## src/hw/rtl/font_text_pixel_generator_unit_assert.svh

```systemverilog
// Assertion macros for the font text pixel generator.
// Included by the top level; compiles to nothing under SYNTHESIS.
`ifndef FONT_TEXT_PIXEL_GENERATOR_UNIT_ASSERT_SVH
`define FONT_TEXT_PIXEL_GENERATOR_UNIT_ASSERT_SVH
`ifndef SYNTHESIS
`define FTPG_ASSERT_IMPL(lbl, ante, cons) \
  lbl: assert property (@(posedge clk) disable iff (!rst_n) (ante) |-> (cons)) \
    else $error("ftpg assertion failed");
`define FTPG_ASSERT_NEXT(lbl, ante, cons) \
  lbl: assert property (@(posedge clk) disable iff (!rst_n) (ante) |=> (cons)) \
    else $error("ftpg assertion failed");
`else
`define FTPG_ASSERT_IMPL(lbl, ante, cons)
`define FTPG_ASSERT_NEXT(lbl, ante, cons)
`endif
`endif

```

## src/hw/rtl/ftpg_pkg.sv

```systemverilog
// Shared types, constants and the 5x7 font for the font text pixel generator.
// No dependencies.
`default_nettype none
package ftpg_pkg;

  localparam int DISPLAY_WIDTH_DEF  = 128;
  localparam int DISPLAY_HEIGHT_DEF = 64;
  localparam int QUEUE_DEPTH_DEF    = 2;

  localparam int GLYPH_ROWS = 7;
  localparam int GLYPH_COLS = 5;
  localparam int GLYPH_BITS = GLYPH_ROWS * GLYPH_COLS;

  localparam logic [7:0] CODE_NEWLINE = 8'd10;
  localparam logic [3:0] ADVANCE_X    = 4'd6;
  localparam logic [3:0] ADVANCE_Y    = 4'd8;

  typedef struct packed {
    logic [GLYPH_BITS-1:0] mask;
    logic [15:0]           col;
    logic [15:0]           row;
  } cmd_t;

  typedef struct packed {
    logic busy;
  } back_stat_t;

  function automatic logic [15:0] sat_add(input logic [15:0] v, input logic [3:0] d);
    logic [16:0] s;
    s = {1'b0, v} + {13'd0, d};
    return s[16] ? 16'hFFFF : s[15:0];
  endfunction

  function automatic logic [GLYPH_BITS-1:0] rows5(input logic [4:0] r0, input logic [4:0] r1,
                                                 input logic [4:0] r2, input logic [4:0] r3,
                                                 input logic [4:0] r4, input logic [4:0] r5,
                                                 input logic [4:0] r6);
    return {r6, r5, r4, r3, r2, r1, r0};
  endfunction

  // row r occupies bits [5r+4:5r]; glyph column 0 is the high bit of each row
  function automatic logic [GLYPH_BITS-1:0] glyph_bits(input logic [7:0] code);
    logic [7:0]            k;
    logic [GLYPH_BITS-1:0] g;
    k = code;
    if (k >= 8'h61 && k <= 8'h7A) begin
      k = k - 8'd32;
    end
    unique case (k)
      8'h21: g = rows5(5'h04, 5'h04, 5'h04, 5'h04, 5'h04, 5'h00, 5'h04);
      8'h42: g = rows5(5'h1E, 5'h11, 5'h11, 5'h1E, 5'h11, 5'h11, 5'h1E);
      8'h45: g = rows5(5'h1F, 5'h10, 5'h10, 5'h1E, 5'h10, 5'h10, 5'h1F);
      8'h48: g = rows5(5'h11, 5'h11, 5'h11, 5'h1F, 5'h11, 5'h11, 5'h11);
      8'h4C: g = rows5(5'h10, 5'h10, 5'h10, 5'h10, 5'h10, 5'h10, 5'h1F);
      8'h4E: g = rows5(5'h11, 5'h19, 5'h15, 5'h13, 5'h11, 5'h11, 5'h11);
      8'h4F: g = rows5(5'h0E, 5'h11, 5'h11, 5'h11, 5'h11, 5'h11, 5'h0E);
      8'h50: g = rows5(5'h1E, 5'h11, 5'h11, 5'h1E, 5'h10, 5'h10, 5'h10);
      8'h52: g = rows5(5'h1E, 5'h11, 5'h11, 5'h1E, 5'h14, 5'h12, 5'h11);
      8'h53: g = rows5(5'h0F, 5'h10, 5'h10, 5'h0E, 5'h01, 5'h01, 5'h1E);
      8'h54: g = rows5(5'h1F, 5'h04, 5'h04, 5'h04, 5'h04, 5'h04, 5'h04);
      8'h55: g = rows5(5'h11, 5'h11, 5'h11, 5'h11, 5'h11, 5'h11, 5'h0E);
      8'h30: g = rows5(5'h0E, 5'h11, 5'h13, 5'h15, 5'h19, 5'h11, 5'h0E);
      8'h31: g = rows5(5'h04, 5'h0C, 5'h04, 5'h04, 5'h04, 5'h04, 5'h0E);
      8'h32: g = rows5(5'h0E, 5'h11, 5'h01, 5'h02, 5'h04, 5'h08, 5'h1F);
      8'h33: g = rows5(5'h0E, 5'h11, 5'h01, 5'h06, 5'h01, 5'h11, 5'h0E);
      8'h34: g = rows5(5'h02, 5'h06, 5'h0A, 5'h12, 5'h1F, 5'h02, 5'h02);
      8'h35: g = rows5(5'h1F, 5'h10, 5'h1E, 5'h01, 5'h01, 5'h11, 5'h0E);
      8'h36: g = rows5(5'h0E, 5'h11, 5'h10, 5'h1E, 5'h11, 5'h11, 5'h0E);
      8'h37: g = rows5(5'h1F, 5'h01, 5'h02, 5'h04, 5'h08, 5'h08, 5'h08);
      8'h38: g = rows5(5'h0E, 5'h11, 5'h11, 5'h0E, 5'h11, 5'h11, 5'h0E);
      8'h39: g = rows5(5'h0E, 5'h11, 5'h11, 5'h0F, 5'h01, 5'h11, 5'h0E);
      default: g = '0;
    endcase
    return g;
  endfunction

endpackage
`default_nettype wire

```

## src/hw/rtl/ftpg_front.sv

```systemverilog
// Front part: accepts characters, tracks the text cursor, looks up the glyph
// and forms the on-display pixel mask. Depends on ftpg_pkg.
`default_nettype none
module ftpg_front #(
  parameter int DISPLAY_WIDTH  = ftpg_pkg::DISPLAY_WIDTH_DEF,
  parameter int DISPLAY_HEIGHT = ftpg_pkg::DISPLAY_HEIGHT_DEF
) (
  input  wire logic          clk,
  input  wire logic          rst_n,
  input  wire logic          in_tvalid,
  output logic               in_tready,
  input  wire logic [23:0]   in_tdata,
  input  wire logic          in_tuser,
  input  wire logic          q_full,
  output logic               q_push,
  output ftpg_pkg::cmd_t     q_data
);

  localparam logic [16:0] W_LIM = 17'(DISPLAY_WIDTH);
  localparam logic [16:0] H_LIM = 17'(DISPLAY_HEIGHT);

  logic [15:0] cursor_col_r, cursor_col_nxt;
  logic [15:0] cursor_row_r, cursor_row_nxt;
  logic [7:0]  line_start_r, line_start_nxt;

  logic [7:0]  code;
  logic [15:0] col_cur, row_cur;
  logic [7:0]  ls_cur;
  logic [ftpg_pkg::GLYPH_BITS-1:0] glyph, mask;
  logic [ftpg_pkg::GLYPH_COLS-1:0] col_ok;
  logic [ftpg_pkg::GLYPH_ROWS-1:0] row_ok;
  logic accept, is_nl;

  assign in_tready = !q_full;
  assign accept    = in_tvalid && in_tready;
  assign code      = in_tdata[7:0];
  assign is_nl     = (code == ftpg_pkg::CODE_NEWLINE);
  assign col_cur   = in_tuser ? {8'd0, in_tdata[15:8]} : cursor_col_r;
  assign row_cur   = in_tuser ? {8'd0, in_tdata[23:16]} : cursor_row_r;
  assign ls_cur    = in_tuser ? in_tdata[15:8] : line_start_r;
  assign glyph     = ftpg_pkg::glyph_bits(code);

  always_comb begin
    for (int c = 0; c < ftpg_pkg::GLYPH_COLS; c++) begin
      col_ok[c] = ({1'b0, col_cur} + 17'(c)) < W_LIM;
    end
    for (int r = 0; r < ftpg_pkg::GLYPH_ROWS; r++) begin
      row_ok[r] = ({1'b0, row_cur} + 17'(r)) < H_LIM;
    end
    for (int r = 0; r < ftpg_pkg::GLYPH_ROWS; r++) begin
      for (int c = 0; c < ftpg_pkg::GLYPH_COLS; c++) begin
        mask[r*ftpg_pkg::GLYPH_COLS + c] =
          glyph[r*ftpg_pkg::GLYPH_COLS + (ftpg_pkg::GLYPH_COLS - 1 - c)] & col_ok[c] & row_ok[r];
      end
    end
  end

  always_comb begin
    cursor_col_nxt = cursor_col_r;
    cursor_row_nxt = cursor_row_r;
    line_start_nxt = line_start_r;
    if (accept) begin
      line_start_nxt = ls_cur;
      if (is_nl) begin
        cursor_row_nxt = ftpg_pkg::sat_add(row_cur, ftpg_pkg::ADVANCE_Y);
        cursor_col_nxt = {8'd0, ls_cur};
      end else begin
        cursor_row_nxt = row_cur;
        cursor_col_nxt = ftpg_pkg::sat_add(col_cur, ftpg_pkg::ADVANCE_X);
      end
    end
  end

  assign q_push      = accept && !is_nl && (|mask);
  assign q_data.mask = mask;
  assign q_data.col  = col_cur;
  assign q_data.row  = row_cur;

  always_ff @(posedge clk) begin
    if (!rst_n) begin
      cursor_col_r <= '0;
      cursor_row_r <= '0;
      line_start_r <= '0;
    end else begin
      cursor_col_r <= cursor_col_nxt;
      cursor_row_r <= cursor_row_nxt;
      line_start_r <= line_start_nxt;
    end
  end

endmodule
`default_nettype wire

```

## src/hw/rtl/ftpg_fifo.sv

```systemverilog
// Short command queue between the front and back parts.
// Depends on ftpg_pkg for the command type.
`default_nettype none
module ftpg_fifo #(
  parameter int DEPTH = ftpg_pkg::QUEUE_DEPTH_DEF
) (
  input  wire logic           clk,
  input  wire logic           rst_n,
  input  wire logic           push,
  input  wire ftpg_pkg::cmd_t wr_data,
  output logic                full,
  input  wire logic           pop,
  output ftpg_pkg::cmd_t      rd_data,
  output logic                empty
);

  localparam int PW = (DEPTH > 1) ? $clog2(DEPTH) : 1;
  localparam int CW = $clog2(DEPTH + 1);
  localparam logic [PW-1:0] LAST = PW'(DEPTH - 1);

  ftpg_pkg::cmd_t store_r [DEPTH];
  logic [PW-1:0] wr_ptr_r, wr_ptr_nxt;
  logic [PW-1:0] rd_ptr_r, rd_ptr_nxt;
  logic [CW-1:0] count_r, count_nxt;

  assign full    = (count_r == CW'(DEPTH));
  assign empty   = (count_r == '0);
  assign rd_data = store_r[rd_ptr_r];

  always_comb begin
    wr_ptr_nxt = wr_ptr_r;
    rd_ptr_nxt = rd_ptr_r;
    count_nxt  = count_r;
    if (push) begin
      wr_ptr_nxt = (wr_ptr_r == LAST) ? '0 : wr_ptr_r + 1'b1;
    end
    if (pop) begin
      rd_ptr_nxt = (rd_ptr_r == LAST) ? '0 : rd_ptr_r + 1'b1;
    end
    if (push && !pop) begin
      count_nxt = count_r + 1'b1;
    end else if (pop && !push) begin
      count_nxt = count_r - 1'b1;
    end
  end

  always_ff @(posedge clk) begin
    if (push) begin
      store_r[wr_ptr_r] <= wr_data;
    end
  end

  always_ff @(posedge clk) begin
    if (!rst_n) begin
      wr_ptr_r <= '0;
      rd_ptr_r <= '0;
      count_r  <= '0;
    end else begin
      wr_ptr_r <= wr_ptr_nxt;
      rd_ptr_r <= rd_ptr_nxt;
      count_r  <= count_nxt;
    end
  end

endmodule
`default_nettype wire

```

## src/hw/rtl/ftpg_back.sv

```systemverilog
// Back part: scans the glyph mask one bit position per cycle, a set bit waiting
// for a free output register; emits mirrored pixel coordinates. Depends on ftpg_pkg.
`default_nettype none
module ftpg_back #(
  parameter int DISPLAY_WIDTH = ftpg_pkg::DISPLAY_WIDTH_DEF
) (
  input  wire logic             clk,
  input  wire logic             rst_n,
  input  wire logic             q_empty,
  input  wire ftpg_pkg::cmd_t   q_data,
  output logic                  q_pop,
  input  wire logic             ink,
  output logic                  out_tvalid,
  input  wire logic             out_tready,
  output logic [15:0]           out_tdata,
  output logic                  out_tlast,
  output ftpg_pkg::back_stat_t  stat
);

  localparam logic [16:0] X_MAX = 17'(DISPLAY_WIDTH - 1);
  localparam int MB = ftpg_pkg::GLYPH_BITS;

  logic          busy_r, busy_nxt;
  logic [MB-1:0] mask_r, mask_nxt;
  logic [15:0]   col_r, col_nxt;
  logic [15:0]   row_r, row_nxt;
  logic [2:0]    gc_r, gc_nxt;
  logic [2:0]    gr_r, gr_nxt;

  logic          ovalid_r, ovalid_nxt;
  logic [6:0]    px_r, px_nxt;
  logic [5:0]    py_r, py_nxt;
  logic          pc_r, pc_nxt;
  logic          plast_r, plast_nxt;

  logic free, emit, rest_zero, step, done;
  logic [16:0] xm;

  assign free      = !ovalid_r || out_tready;
  assign emit      = busy_r && mask_r[0] && free;
  assign rest_zero = (mask_r[MB-1:1] == '0);
  assign step      = busy_r && (!mask_r[0] || free);
  assign done      = emit && rest_zero;
  assign q_pop     = !q_empty && (!busy_r || done);
  assign xm        = X_MAX - ({1'b0, col_r} + {14'd0, gc_r});

  always_comb begin
    busy_nxt = busy_r;
    mask_nxt = mask_r;
    col_nxt  = col_r;
    row_nxt  = row_r;
    gc_nxt   = gc_r;
    gr_nxt   = gr_r;
    if (q_pop) begin
      busy_nxt = 1'b1;
      mask_nxt = q_data.mask;
      col_nxt  = q_data.col;
      row_nxt  = q_data.row;
      gc_nxt   = '0;
      gr_nxt   = '0;
    end else if (done) begin
      busy_nxt = 1'b0;
    end else if (step) begin
      mask_nxt = mask_r >> 1;
      if (gc_r == 3'(ftpg_pkg::GLYPH_COLS - 1)) begin
        gc_nxt = '0;
        gr_nxt = gr_r + 1'b1;
      end else begin
        gc_nxt = gc_r + 1'b1;
      end
    end
  end

  always_comb begin
    ovalid_nxt = ovalid_r;
    px_nxt     = px_r;
    py_nxt     = py_r;
    pc_nxt     = pc_r;
    plast_nxt  = plast_r;
    if (emit) begin
      ovalid_nxt = 1'b1;
      px_nxt     = xm[6:0];
      py_nxt     = row_r[5:0] + {3'd0, gr_r};
      pc_nxt     = ink;
      plast_nxt  = rest_zero;
    end else if (out_tready) begin
      ovalid_nxt = 1'b0;
    end
  end

  always_ff @(posedge clk) begin
    if (!rst_n) begin
      busy_r   <= 1'b0;
      ovalid_r <= 1'b0;
    end else begin
      busy_r   <= busy_nxt;
      ovalid_r <= ovalid_nxt;
    end
    mask_r  <= mask_nxt;
    col_r   <= col_nxt;
    row_r   <= row_nxt;
    gc_r    <= gc_nxt;
    gr_r    <= gr_nxt;
    px_r    <= px_nxt;
    py_r    <= py_nxt;
    pc_r    <= pc_nxt;
    plast_r <= plast_nxt;
  end

  assign out_tvalid = ovalid_r;
  assign out_tdata  = {2'b00, pc_r, py_r, px_r};
  assign out_tlast  = plast_r;
  assign stat.busy  = busy_r;

endmodule
`default_nettype wire

```

## src/hw/rtl/font_text_pixel_generator_unit.sv

```systemverilog
// Font text pixel generator: turns a character stream into display pixel
// writes using a built-in 5x7 font. A newline, space, unknown code or a glyph
// lying wholly off the display is handled by the front part alone and gives
// no pixel. A drawable glyph is scanned by the back part one of its 35 bit
// positions per cycle, a set bit waiting while the output stalls, up to its last
// surviving pixel, emitting at most one pixel per cycle; a two-entry command queue
// lets the front accept the following characters while a glyph is scanned.
// Depends on ftpg_pkg, ftpg_front, ftpg_fifo, ftpg_back and the assert header.
`default_nettype none
`include "font_text_pixel_generator_unit_assert.svh"
module font_text_pixel_generator_unit #(
  parameter int DISPLAY_WIDTH  = ftpg_pkg::DISPLAY_WIDTH_DEF,
  parameter int DISPLAY_HEIGHT = ftpg_pkg::DISPLAY_HEIGHT_DEF,
  parameter int QUEUE_DEPTH    = ftpg_pkg::QUEUE_DEPTH_DEF
) (
  input  wire logic        clk,
  input  wire logic        rst_n,
  input  wire logic        in_tvalid,
  output logic             in_tready,
  input  wire logic [23:0] in_tdata,   // char_code[7:0], origin_x[15:8], origin_y[23:16]
  input  wire logic        in_tuser,   // new_string
  output logic             out_tvalid,
  input  wire logic        out_tready,
  output logic [15:0]      out_tdata,  // pixel_x[6:0], pixel_y[12:7], pixel_color[13], zero
  output logic             out_tlast,
  input  wire logic        cfg_valid,
  output logic             cfg_ready,
  input  wire logic        cfg_data
);

  logic ink_r;
  logic q_push, q_pop, q_full, q_empty;
  ftpg_pkg::cmd_t q_wr, q_rd;
  ftpg_pkg::back_stat_t back_stat;

  assign cfg_ready = 1'b1;

  always_ff @(posedge clk) begin
    if (!rst_n) begin
      ink_r <= 1'b1;
    end else if (cfg_valid && cfg_ready) begin
      ink_r <= cfg_data;
    end
  end

  ftpg_front #(
    .DISPLAY_WIDTH (DISPLAY_WIDTH),
    .DISPLAY_HEIGHT(DISPLAY_HEIGHT)
  ) u_front (
    .clk      (clk),
    .rst_n    (rst_n),
    .in_tvalid(in_tvalid),
    .in_tready(in_tready),
    .in_tdata (in_tdata),
    .in_tuser (in_tuser),
    .q_full   (q_full),
    .q_push   (q_push),
    .q_data   (q_wr)
  );

  ftpg_fifo #(
    .DEPTH(QUEUE_DEPTH)
  ) u_fifo (
    .clk    (clk),
    .rst_n  (rst_n),
    .push   (q_push),
    .wr_data(q_wr),
    .full   (q_full),
    .pop    (q_pop),
    .rd_data(q_rd),
    .empty  (q_empty)
  );

  ftpg_back #(
    .DISPLAY_WIDTH(DISPLAY_WIDTH)
  ) u_back (
    .clk       (clk),
    .rst_n     (rst_n),
    .q_empty   (q_empty),
    .q_data    (q_rd),
    .q_pop     (q_pop),
    .ink       (ink_r),
    .out_tvalid(out_tvalid),
    .out_tready(out_tready),
    .out_tdata (out_tdata),
    .out_tlast (out_tlast),
    .stat      (back_stat)
  );

  `FTPG_ASSERT_IMPL(a_no_push_full, q_push, !q_full)
  `FTPG_ASSERT_IMPL(a_no_pop_empty, q_pop, !q_empty)
  `FTPG_ASSERT_IMPL(a_newline_no_cmd,
    in_tvalid && in_tready && in_tdata[7:0] == ftpg_pkg::CODE_NEWLINE, !q_push)
  `FTPG_ASSERT_NEXT(a_pop_busy, q_pop, back_stat.busy)

endmodule
`default_nettype wire

```

## config.mk

```make
export PLATFORM = sky130hd
export DESIGN_NAME = font_text_pixel_generator_unit
export DESIGN_NICKNAME = d
export VERILOG_FILES = /design/src/hw/rtl/ftpg_pkg.sv /design/src/hw/rtl/ftpg_front.sv /design/src/hw/rtl/ftpg_fifo.sv /design/src/hw/rtl/ftpg_back.sv /design/src/hw/rtl/font_text_pixel_generator_unit.sv
export VERILOG_INCLUDE_DIRS = /design/src /design/src/hw/rtl
export SDC_FILE = /design/constraint.sdc
export NUM_CORES = 1
export LEC_CHECK = 0
export ABC_CLOCK_PERIOD_IN_PS = 12200
export BUFFER_PORTS_ARGS = -buffer_cell sky130_fd_sc_hd__buf_2
export CAP_MARGIN = 20
export CORE_MARGIN = 2
export CORE_UTILIZATION = 29
export CTS_CLUSTER_SIZE = 20
export DETAILED_ROUTE_END_ITERATION = 10
export GPL_TIMING_DRIVEN = 0
export PLACE_DENSITY = 0.45
export SYNTH_ARGS = -nofsm -noshare
export SYNTH_HDL_FRONTEND = slang
export SYNTH_SLANG_ARGS = --single-unit
export TNS_END_PERCENT = 30
```

## constraint.sdc

```tcl
create_clock -name clk -period 12.2 [get_ports clk]
set_input_delay 2.44 -clock clk [delete_from_list [all_inputs] [get_ports clk]]
set_output_delay 2.44 -clock clk [all_outputs]
set_load 0.02 [all_outputs]
```

==> results of run 1 <==
flip-flops by register name, indices dropped and copies added, names as in the netlist, named ones only:
signal	count
u_fifo.store_r	96
u_back.mask_r	35
u_front.cursor_col_r	16
u_front.cursor_row_r	16
u_front.line_start_r	8
u_back.col_r	7
u_back.px_r	7
u_back.py_r	6
u_back.row_r	6
u_back.gc_r	3
u_back.gr_r	3
u_fifo.count_r	2
ink_r	1
u_back.out_tlast	1
u_back.out_tvalid	1
u_back.pc_r	1
u_back.stat	1
u_fifo.rd_ptr_r	1
u_fifo.wr_ptr_r	1
power breakdown:
group	switching (mW)	internal [mW]	total, mW
Sequential	0.0726	0.984	1.06
Combinational	0.467	0.223	0.690
Clock	0.310	0.421	0.732
final cells by class:
class / count / area [um^2] / area share [%]
clock buffers: 32 / 651.9 / 4.278
inverters: 44 / 165.2 / 1.084
plain buffers: 97 / 432.9 / 2.841
well taps: 600 / 750.7 / 4.927
repair buffers: 51 / 290.3 / 1.905
multi-input cells: 1093 / 6962 / 45.69
flip-flops and latches: 213 / 5856 / 38.43
clock inverters: 14 / 130.1 / 0.8539
through the flow:
step / hold WS (ps) / setup WS (ps) / TNS [ps] / utilization, % / instances
after CTS: 434.0 / 2299 / 0 / 33.51 / 2144
after floorplan: 407.6 / 3090 / 0 / - / 1447
after global placement: 415.6 / -1271 / -60860 / 31.62 / 2092
after global routing: 447.8 / 1941 / 0 / 33.51 / 2144
final: 433.1 / 2130 / 0 / 33.51 / 2144
after detailed placement: 420.3 / 1740 / 0 / 31.79 / 2098
path summary, 6_finish.rpt:
path                                                      startpoint                         endpoint  slack (ps)  cells after the start
worst max-delay path                                        in_tuser  u_fifo.store_r[0][51]$_DFFE_PP_        2130                     23
worst min-delay path                              ink_r$_SDFFE_PN1P_            u_back.pc_r$_DFFE_PP_         430                      0
worst max register to register  u_front.cursor_row_r[3]$_SDFFE_PN0P_  u_fifo.store_r[0][51]$_DFFE_PP_        6500                     15
worst min register to register                    ink_r$_SDFFE_PN1P_            u_back.pc_r$_DFFE_PP_         430                      0
synth_stat cells (15+ instances only):
master,number
dfxtp_1,54
or3_1,15
nor2_1,103
and2_1,17
a211oi_1,16
nand2_1,153
nor3_1,38
nand3_1,55
o211ai_1,16
xor2_1,17
inv_1,43
mux2i_1,50
ha_1,15
nor2b_1,34
nand2b_1,29
a21boi_0,15
edfxtp_1,159
nor4_1,32
a21oi_1,75
nand4_1,28
mux2_2,20
xnor2_1,31
o21ai_0,106
clkbuf_1,66
a31oi_1,27
metal layers:
metal	vias to the layer above	part of all wire (%)	track usage, %
li1	5579	-	-
met1	5878	45	29.32
met2	535	43	31.69
met3	122	7.0	3.326
met4	0	4.2	8.221
met5	-	0	0
cell families (layout without fill, tap and decap cells):
logic type | count (synthesis) | in the layout | share of synthesized area, %
compound gates | 376 | 376 | 18.74
buf+inv | 141 | 238 | 4.463
simple gates | 577 | 577 | 22.59
mux | 72 | 72 | 5.621
flops | 213 | 213 | 43.70
other cells | 2 | 3 | 0.05604
xor+xnor | 48 | 48 | 3.137
fa+ha+maj | 17 | 17 | 1.699
layout by cell type, fill, tap and decap left out, types with 31 or more instances in the layout:
cell	instances
nand3_1	55
nor3_1	38
buf_2	59
clkbuf_1	73
inv_1	43
mux2i_1	50
nor2_1	103
edfxtp_1	159
dfxtp_1	54
nor2b_1	33
nand2_1	152
o21ai_0	106
xnor2_1	31
a21oi_1	75
nor4_1	32
==> out/qor.csv, run 1 <==
stage,metric,value,unit
routing,vias,12114,
logic_synthesis,synth-seq-cells,213,
routing,viasPerCell,5.650,
critical_path,cp.arrival,10300,ps
finish,area_growth,13.72,%
routing,antenna_left,0,
logic_synthesis,synth_seq_area_share,43.70,%
finish,nFillCells,4856,
cts,hold_buffers,0,
placed_design,io_buffers,45,
global_route,grt_pass1_wl,75350,um
finish,nets,1573,
routing,routed_wl,49990,um
critical_path,endpoint_kind,flop,
cts,clkSlewWorstSetupHoldPaths,60,ps
cts,numCtsBuffers,25,
critical_path,cp_max_fo,30,
floorplan,core_area,45480,um^2
critical_path,cpMaxStageDelayCell,clkbuf_1,
cts,cts-root-buf,clkbuf_16,
global_route,grt_usage,20.78,%
logic_synthesis,yosysUniqueCellTypes,93,
logic_synthesis,yosysWarnings,0,
floorplan,die_w,219.0,um
global_route,grt_overflow,0,
routing,dr.pass1.iters,5,
floorplan,die_h,219.0,um
critical_path,critPathTopFamily,buffers and inverters,
floorplan,rows,78,
routing,drtIter0Drc,1095,
cts,cts_buffer_depth,3,
logic_synthesis,synth_top_cell_area_share,35.63,%
cts,clock_latency,560,ps
logic_synthesis,synth_edf_count,159,
logic_synthesis,syn_avg_cell_area,9.267,um^2
floorplan,dieArea,47940,um^2
logic_synthesis,synth_area,13400,um^2
logic_synthesis,synth_area_leaders,"edfxtp_1, dfxtp_1, nand2_1",
critical_path,cp_common_cell,buf_2,
run,cap_violations,0,
power,leakage,5.194,nW
critical_path,crit_chain,"buf_2, buf_6, buf_6, buf_4, buf_2, buf_2, buf_1, clkbuf_1, mux2i_1, inv_1, ha_1, nand4b_1, buf_2, or3_1, a22oi_1, nand4_1, nor4_4, o21ai_0, a211oi_1, nor4_1, a311oi_2, nor2b_4, buf_12",
critical_path,crit_buf_inv,11,
logic_synthesis,ys.flop_type,edfxtp_1,
global_route,antenna_found_initial,1,
logic_synthesis,async_flop_share,0,%
power,power,2.478,mW
finish,drive_gt1_share,10.69,%
cts,cts_max_level,1,
critical_path,path_class,input port to flop,
timing,fmax,99.30,MHz
timing,skew,31.86,ps
run_status,status,completed,
critical_path,cp.required,12430,ps
critical_path,crit_path_start_kind,input port,
routing,wire_per_inst,23.32,um
cts,clock_sinks,213,
placed_design,hpwl,37620,um
power,power_density,162.6,nW/um^2
timing,max-slew-margin-rel,32.78,%
power,ir_worst_vdd,0.08799,mV
timing,timing.final.crit_period,10070,ps
global_route,grt_max_degree,36,
timing,grt_setup_unrepaired,false,
logic_synthesis,synthesis.instances,1446,
placed_design,post_dp_cell_area,14460,um^2
timing,fin_crit_sh,82.54,%
placed_design,place_congestion,0.9678,
timing,hold_viol,0,
routing,drc,0,
critical_path,slowest_delay,620,ps
timing,worst_slew_pin_slew,1008,ps
floorplan,initial_core_util,29.47,%
floorplan,ioPinCount,51,
cts,post_cts_buffers,0,
timing,report.final.slew_viol_count,0,
worst_hold_path,hold_path_class,flop to flop,
timing,setup_viol,0,
cts,cts_resized,0,
cts,cts_tree,built,
finish,fin_area,15240,um^2
finish,n_antenna_cell,0,
global_route,grt_pass1_vias,11593,
logic_synthesis,synth_top_area_cell,edfxtp_1,
(Power assumes the default switching activity.)
==> inputs of run 2 (changes only) <==
ABC_CLOCK_PERIOD_IN_PS = 9440   (was 12200)
clock period = 9.44 ns   (was 12.2 ns; I/O delays follow)
==> out/qor.csv, run 2 (synthesis gave the netlist of run 1 again) <==
stage,metric,value,unit,change
finish,final_common_cell,edfxtp_1,,unchanged
cts,numCtsBuffers,25,,unchanged
worst_hold_path,hp-start,ink_r$_SDFFE_PN1P_,,unchanged
cts,clock_latency,560,ps,about the same
global_route,antenna_found_initial,1,,unchanged
finish,drive_gt1_share,10.74,%,was 10.69%
timing,skew,30.75,ps,was 31.86 ps
floorplan,core_area,45480,um^2,unchanged
timing,report.final.slew_viol_count,0,,unchanged
worst_hold_path,min_path_cells,0,,unchanged
critical_path,cp_max_fo,30,,unchanged
floorplan,ioPinCount,51,,unchanged
cts,cts-root-buf,clkbuf_16,,unchanged
placed_design,dp_cells,2098,,unchanged
floorplan,initial_core_util,29.47,%,unchanged
cts,cts_tree,built,,unchanged
critical_path,timing.rr.end,u_fifo.store_r[1][51]$_DFFE_PP_,,was u_fifo.store_r[0][51]$_DFFE_PP_
finish,largest-register,u_fifo.store_r,,unchanged
global_route,grt_max_degree,36,,unchanged
routing,antenna_left,0,,unchanged
timing,setup_viol,0,,unchanged
timing,final.setup.tns,0,ps,unchanged
routing,viasPerCell,5.651,,was 5.650
floorplan,dieArea,47940,um^2,unchanged
cts,cts_buffer_depth,3,,unchanged
cts,clkSlewWorstSetupHoldPaths,60,ps,about the same
finish,largest_reg_flops,96,,unchanged
critical_path,path_class,input port to flop,,unchanged
run,cap_violations,0,,unchanged
power,sw_frac_of_total,34.23,%,was 34.28%
worst_hold_path,hold_path_class,flop to flop,,unchanged
global_route,grt_usage,20.78,%,unchanged
finish,layoutNonFillerInstCount,2145,,"was 2,144"
power,power_frac_comb,27.9,%,was 27.8%
worst_hold_path,hold_end,u_back.pc_r$_DFFE_PP_,,unchanged
timing,timing.final.crit_period,9421,ps,
cts,clock_sinks,213,,unchanged
critical_path,cp.arrival,9650,ps,"was 10,300 ps"
global_route,grt_pass1_vias,11593,,unchanged
timing,hold_viol,0,,unchanged
routing,routed_wl,49980,um,"was 49,990 um"
timing,fin_crit_sh,99.80,%,
finish,layout_common_cells,"edfxtp_1, nand2_1, o21ai_0, nor2_1, a21oi_1",,unchanged
power,power,3.203,mW,was 2.478 mW
placed_design,place_congestion,0.9678,,unchanged
critical_path,endpoint_kind,flop,,unchanged
power,seq_power_share,42.6,%,about the same
timing,grt_setup_unrepaired,true,,was false
power,p_int,2.107,mW,was 1.629 mW
power,leakage,5.202,nW,was 5.194 nW
run_status,status,completed,,unchanged
routing,drc,0,,unchanged
power,p_clk_share,29.5,%,about the same
global_route,grt_overflow,0,,unchanged
routing,drtIter0Drc,1199,,"was 1,095"
critical_path,r2r_slack,3830,ps,was 6500 ps
power,power_density,209.9,nW/um^2,was 162.6 nW/um^2
cts,hold_buffers,0,,unchanged
routing,wire_per_inst,23.30,um,was 23.32 um
timing,worst_slew_pin_slew,1010,ps,was 1008 ps
placed_design,io_buffers,45,,unchanged
finish,largestRegisters,"u_fifo.store_r: 96 flops, u_back.mask_r: 35 flops",,unchanged
placed_design,hpwl,37620,um,unchanged
routing,vias,12122,,"was 12,114"
floorplan,die_w,219.0,um,unchanged
timing,max-slew-margin-rel,32.67,%,was 32.78%
timing,fmax,106.1,MHz,
floorplan,rows,78,,unchanged
power,p_switching,1.096,mW,was 0.8496 mW
finish,area_growth,13.87,%,was 13.72%
finish,nets,1574,,"was 1,573"
global_route,grt_pass1_wl,75350,um,unchanged
critical_path,worstRegToRegCells,15,,unchanged
critical_path,cp.required,9670,ps,"was 12,430 ps"
finish,n_antenna_cell,0,,unchanged
critical_path,crit_path_start_kind,input port,,unchanged
power,ir_worst_vdd,0.1141,mV,was 0.08799 mV
critical_path,r2r-start,u_front.cursor_row_r[3]$_SDFFE_PN0P_,,unchanged
cts,cts_max_level,1,,unchanged
routing,dr.pass1.iters,5,,unchanged
floorplan,die_h,219.0,um,unchanged
run 2: changes by cell type in the layout (fill, tap and decap cells not counted):
cell / previous run / this run
buf_12: 2 / 3
run 2: final cells by class:
cell class                      instances  area [um^2]
Tap cell                              600        750.7
Timing Repair Buffer                   52        310.3
Clock buffer                           32        651.9
Sequential cell                       213         5856
Multi-Input combinational cell       1093         6962
Fill cell                            4857        30220
Clock inverter                         14        130.1
Inverter                               44        165.2
Buffer                                 97        432.9
run 2: worst max path at each step:
stage	slack (ps)	to	from
floorplan	880	u_fifo.store_r[0][0]$_DFFE_PP_	in_tuser
global placement	-3480	u_fifo.store_r[0][53]$_DFFE_PP_	in_tuser
detailed placement	-470	u_fifo.store_r[0][53]$_DFFE_PP_	in_tuser
CTS	90	u_fifo.store_r[0][61]$_DFFE_PP_	in_tuser
global route	-190	u_fifo.store_r[1][51]$_DFFE_PP_	in_tuser
finish	20	u_fifo.store_r[1][51]$_DFFE_PP_	in_tuser
run 2: routing by layer:
| layer | global-route usage [%] | wire length [um] | vias to the layer above |
|---|---|---|---|
| li1 | - | - | 5581 |
| met1 | 29.32 | 22660 | 5859 |
| met2 | 31.69 | 21530 | 548 |
| met3 | 3.326 | 3566 | 134 |
| met4 | 8.221 | 2212 | 0 |
| met5 | 0 | 0 | - |
run 2: power by group through the flow:
stage	Combinational [mW]	Sequential, mW	Clock (mW)
final	0.894	1.37	0.944
after detailed placement	0.893	1.39	0
after floorplan	0.597	1.37	0
after CTS	0.897	1.37	0.970
after global routing	1.00	1.39	1.01
after global placement	0.886	1.39	0
run 2: repair_timing:
item | in CTS | in global routing
endpoints found under the setup margin | 0 | 69
gates resized for setup | 0 | 0
buffers inserted | 0 | 1
run 2: worst max-delay path, cell delays in order:
cell and delay (ps):
buf_2 220, buf_6 230, buf_6 210, buf_4 240
buf_2 370, buf_2 390, buf_1 530, clkbuf_1 610
mux2i_1 160, inv_1 270, ha_1 330, nand4b_1 270
buf_2 300, or3_1 480, a22oi_1 380, nand4_1 210
nor4_4 460, o21ai_0 340, a211oi_1 360, nor4_1 150
a311oi_2 380, and2_2 540, buf_12 270
run 2: per-stage QoR:
step           area [um^2]  hold slack [ps]  utilization [%]  worst slack (ps)
2_1_floorplan        13400            407.6                -             882.0
3_3_place_gp         14380            415.6            31.62             -3479
3_5_place_dp         14460            420.3            31.79            -468.5
4_1_cts              15240            434.0            33.51             91.31
5_1_grt              15260            447.8            33.55            -185.8
6_report             15260            433.1            33.55             18.54
